### src/rtl/fnps_pkg.sv
package fnps_pkg;

    localparam int MAX_ENTRIES = 256;
    localparam int IDX_W       = (MAX_ENTRIES > 1) ? $clog2(MAX_ENTRIES) : 1;
    localparam int CNT_W       = $clog2(MAX_ENTRIES + 1);
    localparam int DIFF_W      = 25;
    localparam int SQ_W        = 48;
    localparam int DIST_W      = 50;

    typedef enum logic [1:0] {
        ST_APPENDED = 2'd0,
        ST_FULL     = 2'd1,
        ST_FOUND    = 2'd2,
        ST_NONE     = 2'd3
    } t_status;

    typedef enum logic {
        FN_APPEND = 1'b0,
        FN_QUERY  = 1'b1
    } t_func;

    typedef struct packed {
        logic [31:0]        entry_id;
        logic [31:0]        map_number;
        logic signed [23:0] pos_x;
        logic signed [23:0] pos_y;
        logic signed [23:0] pos_z;
        logic [7:0]         group_tag;
        logic [31:0]        zone_number;
    } t_entry;

    typedef struct packed {
        t_func  func;
        t_entry ent;
    } t_in_word;

    typedef struct packed {
        t_status status;
        t_entry  found;
    } t_out_word;

    // Controller to datapath.
    typedef struct packed {
        logic capture;
        logic scan_issue;
        logic fetch;
        logic append;
        logic finish;
    } t_cmd;

    // Datapath to controller.
    typedef struct packed {
        logic scan_done;
        logic pipe_busy;
    } t_sts;

endpackage

### src/rtl/fnps_ctrl.sv
module fnps_ctrl (
    input  logic          i_clk,
    input  logic          i_rst_n,
    input  logic          i_in_valid,
    input  logic          i_in_func,
    output logic          o_in_ready,
    input  logic          i_out_ready,
    output logic          o_out_valid,
    input  fnps_pkg::t_sts i_sts,
    output fnps_pkg::t_cmd o_cmd
);

    typedef enum logic [2:0] {
        S_IDLE,
        S_APPEND,
        S_SCAN,
        S_DRAIN,
        S_FETCH,
        S_FINISH
    } t_state;

    t_state r_state;
    t_state n_state;
    logic   r_out_valid;
    logic   w_out_free;

    assign w_out_free  = !r_out_valid || i_out_ready;
    assign o_in_ready  = (r_state == S_IDLE);
    assign o_out_valid = r_out_valid;

    always_comb begin
        o_cmd   = '0;
        n_state = r_state;
        unique case (r_state)
            S_IDLE: begin
                if (i_in_valid) begin
                    o_cmd.capture = 1'b1;
                    n_state = (i_in_func == fnps_pkg::FN_QUERY) ? S_SCAN : S_APPEND;
                end
            end
            S_APPEND: begin
                if (w_out_free) begin
                    o_cmd.append = 1'b1;
                    n_state = S_IDLE;
                end
            end
            S_SCAN: begin
                if (i_sts.scan_done) begin
                    n_state = S_DRAIN;
                end else begin
                    o_cmd.scan_issue = 1'b1;
                end
            end
            S_DRAIN: begin
                if (!i_sts.pipe_busy) begin
                    n_state = S_FETCH;
                end
            end
            S_FETCH: begin
                o_cmd.fetch = 1'b1;
                n_state = S_FINISH;
            end
            S_FINISH: begin
                if (w_out_free) begin
                    o_cmd.finish = 1'b1;
                    n_state = S_IDLE;
                end
            end
            default: n_state = S_IDLE;
        endcase
    end

    always_ff @(posedge i_clk) begin
        if (!i_rst_n) begin
            r_state     <= S_IDLE;
            r_out_valid <= 1'b0;
        end else begin
            r_state <= n_state;
            if (o_cmd.append || o_cmd.finish) begin
                r_out_valid <= 1'b1;
            end else if (i_out_ready) begin
                r_out_valid <= 1'b0;
            end
        end
    end

endmodule

### config.mk
export PLATFORM = sky130hd
export DESIGN_NAME = fnps_ctrl
export DESIGN_NICKNAME = d
export VERILOG_FILES = /design/src/rtl/fnps_pkg.sv /design/src/rtl/fnps_ctrl.sv
export SDC_FILE = /design/constraint.sdc
export NUM_CORES = 1
export LEC_CHECK = 0
export ABC_AREA = 1
export BUFFER_PORTS_ARGS = -buffer_cell sky130_fd_sc_hd__buf_2
export CELL_PAD_IN_SITES_DETAIL_PLACEMENT = 1
export CELL_PAD_IN_SITES_GLOBAL_PLACEMENT = 2
export CORE_UTILIZATION = 21
export DETAILED_ROUTE_END_ITERATION = 10
export GPL_ROUTABILITY_DRIVEN = 1
export PLACE_DENSITY = 0.81
export SYNTH_ARGS = -nofsm -noshare
export SYNTH_HDL_FRONTEND = slang
export SYNTH_SLANG_ARGS = --single-unit
### constraint.sdc
create_clock -name i_clk -period 2.3 [get_ports i_clk]
set_input_delay 0.115 -clock i_clk [delete_from_list [all_inputs] [get_ports i_clk]]
set_output_delay 0.115 -clock i_clk [all_outputs]
set_load 0.01 [all_outputs]
# Yosys cells after proc, flatten, opt, wreduce, memory -nomap -nowiden
# Index checks and enable logic that the tools add are counted.
# totals
regBits	4
elab_cells	34
# op_classes
n_eq_ne	9
reduce_logical	7
mux	16
# op_table
op	count
case mux 3 bit (5 select lines)	1
two-way mux 3 bit	4
two-way mux 1 bit	10
== test 3 x 2 -> 1 bit, second input constant	2
== test 3 bit, second input constant	2
!= test 2 bit, second input constant	3
AND reduction 4 bit	1
== test 3 x 1 -> 1 bit, second input constant	1
logical NOT 3 bit	1
logical OR 1 bit	2
two-way mux 2 bit	1
!= test 2 x 1 -> 1 bit, second input constant	1
nonzero test 2 bit	1
OR reduction 2 bit	1
logical NOT 1 bit	1

# Logic depth before layout (Yosys ltp)
# depth
depth_word	6
mapped_depth	9
mapped_depth_nobuf	8

# Worst setup path after synthesis
# No wires, ideal clock.
# synth_timing
kind	reg-to-reg
from	reg r_state[1]
to	reg r_state[0]
t_arrival_ns	0.989
path_stages_with_launch	9
setup_slack_ns	1.200
period_less_slack_ns	1.100
setup_ns	0.111
path_buffers	1
path_cell_list	dfxtp_1 -> buf_4 -> inv_1 -> nor2_1 -> nand2_1 -> nand2_1 -> nor2_2 -> nor2b_4 -> nor2_2
# synth_between
elab_chain_len	4
# synth_rtl
element	line	source
start, declared	fnps_ctrl.sv:22	t_state r_state;
start signal, assigned	fnps_ctrl.sv:78	r_state <= n_state;
== test 3 bit or == test 3 x 1 -> 1 bit (tied branches)	fnps_ctrl.sv:34	unique case (r_state)
OR reduction 2 bit (no line)	-	
!= test 2 x 1 -> 1 bit (no line)	-	
AND reduction 4 bit (no line)	-	
# Several ways; a longest one is shown, not always the timed one.
# A chain may end at the register's enable or synchronous reset.

==> impl_metrics.ini <==
[status]
status = finished clean

[layout]
synthToLayoutAreaGrowth_pct = 32.92
multi_input_area_sq_um = 178.9
diodes = 0
fillerInstances = 177
nets = 72
drive_above_1_share = 0.3810
final_common_cell = buf_2
final_cell_mix = buf_2 (13), nand2_1 (9), nor2_1 (8)
regArea_sq_um = 80.08
finalNonFillerCells = 78
finish.utilization = 0.3029
design_area_sq_um = 399.1

[global_routing]
grt_usage = 0.1158
overflow = 0
grt_antenna_before_repair = 0
grt_pass1_wl_um = 1110
grt_pass1_vias = 287
grt_max_degree = 9

[worst_setup_path]
end_kind = output pin
slowest_stage = dfxtp_1
cp_num_buf_inv = 2
worstPathCellList = inv_2 -> nor2_4 -> o21ai_0 -> nor2_1 -> buf_2
startpoint_type = register
crit_arrival_ns = 1.24
cp_slowest_stage_delay_ns = 0.44
crit_required_ns = 2.18
path_class = reg -> out
path_delay_family = flip-flops
crit_fanout = 7

[detailed_routing]
top_layer_used = met4
avgViaCountPerCell = 4.282
ant_nets = 0
wl_met2_um = 321
dr.pass1.iters = 3
met1Wirelength_um = 326
vias = 334
drt-total-wl_um = 697
drt_iter0_drc = 5
drc = 0
avgRoutedWirePerCell_um = 8.936
wl_met3_um = 17

[sta]
max_freq_ghz = 0.7407
finalHoldViolations = 0
rsz0062_at_grt = false
finalCritPeriodShare = 0.5870
min_period_ns = 1.350
setup_tns_ns = 0
slew_viol_final = 0
worst_pin_slew_ns = 0.2900
setup_viol = 0
slew_headroom = 0.8064
skew_ns = 0.003907

[die]
die_area_sq_um = 1585
initial_core_util = 0.2279
rows = 13
ios = 14
core_sq_um = 1318
die_x_um = 39.82
die_y_um = 39.82

[synth]
avgSynthCellArea_sq_um = 6.256
netlist.top_cell.by_area = dfxtp_1
synth_area_leaders = dfxtp_1 (27%), nand2_1 (11%), nor2_1 (10%)
syn_area_sq_um = 300.3
yosys.area.top_type_share = 0.2667
synth_cell_types = 18
yosysSeqAreaShare = 0.2667
syn-instance-count = 48
synth_seq_cells = 4
syn_nets = 55
yosys_warnings = 0

[placed_design]
detailed_place_hpwl_um = 583.6
placed_cells = 75
io_buffers = 13
placed_area_sq_um = 376.6
gp_congestion = 0.7302

[cts]
clk_path_buf_depth = 2
cts_root_buf = clkbuf_4
numClockSinks = 4
h-tree-depth = 1
numCtsBuffers = 3
postCtsHoldBufs = 0
clk_latency_ns = 0.24
clkTransAtPathRegs_ns = 0.04
cts_tree = done
cts_resized = 0
cts_setup_buffers = 0

[power]
p_total_uw = 564.4
p_leak_uw = 0.0002331
power.density_nw_per_um2 = 1414
vdd.ir_drop.worst_mv = 0.4208

[hold_path]
hold_path.class = in -> reg

[run]
cap_violations = 0
[worst register-to-register path, cell delays in order (launching register included)]
cell and delay, ns:
dfxtp_1 0.48, nor2_1 0.11, nand3_1 0.11, nand2_2 0.07, nor2_2 0.14, nor2b_4 0.17
nor2_2 0.04
[state kept, by name, indices dropped and copies added, names as in the netlist]
register     count
r_state          3
o_out_valid      1
[layout make-up]
type                            count  share of cell area
Tap cell                           15             0.04702
Sequential cell                     4              0.2006
Multi-Input combinational cell     34              0.4483
Inverter                            9             0.08464
Timing Repair Buffer               13              0.1630
Clock buffer                        3             0.05643
[per-stage QoR]
stage          hold slack, ns  setup slack (ns)
4_1_cts                0.1322            0.9034
2_1_floorplan          0.2325             1.200
3_5_place_dp           0.3838             1.076
3_3_place_gp           0.3822             1.067
5_1_grt                0.1611            0.8508
6_report               0.1439            0.9499
[layer usage]
metal	vias to the layer above	GRT usage
met5	-	0
met4	0	0.1552
met3	4	0.01705
met2	5	0.1557
met1	144	0.1338
li1	181	-
[cells in the mapped netlist, drive strengths merged]
cell     n
nand2   11
nor2    11
inv      9
dfxtp    4
nand3    2
o211ai   2
o21ai    2
a21oi    1
buf      1
nand4    1
nor2b    1
nor3     1
nor4     1
o21a     1
[cell families after synthesis]
kind of cell           Yosys count  share of synthesized area
and+or+nand+nor                 28                     0.4708
DFF                              4                     0.2667
buffers and inverters           10                     0.1375
AOI/OAI and AO/OA                6                     0.1250
[final timing paths]
check                                start    endpoint  slack, ns  depth (start not counted)
worst max-delay path            r_state[0]    o_cmd[0]       0.95                          5
worst min-delay path               i_rst_n  r_state[2]       0.14                          3
worst max register to register  r_state[1]  r_state[0]       1.09                          6
worst min register to register  r_state[2]  r_state[2]       0.59                          2
[report_power, final]
group	internal [uW]	total [uW]	switching [uW]
logic	138	325	187
clock network	58.4	87.1	28.7
registers	100	153	52.7
(Power assumes the default switching activity.)
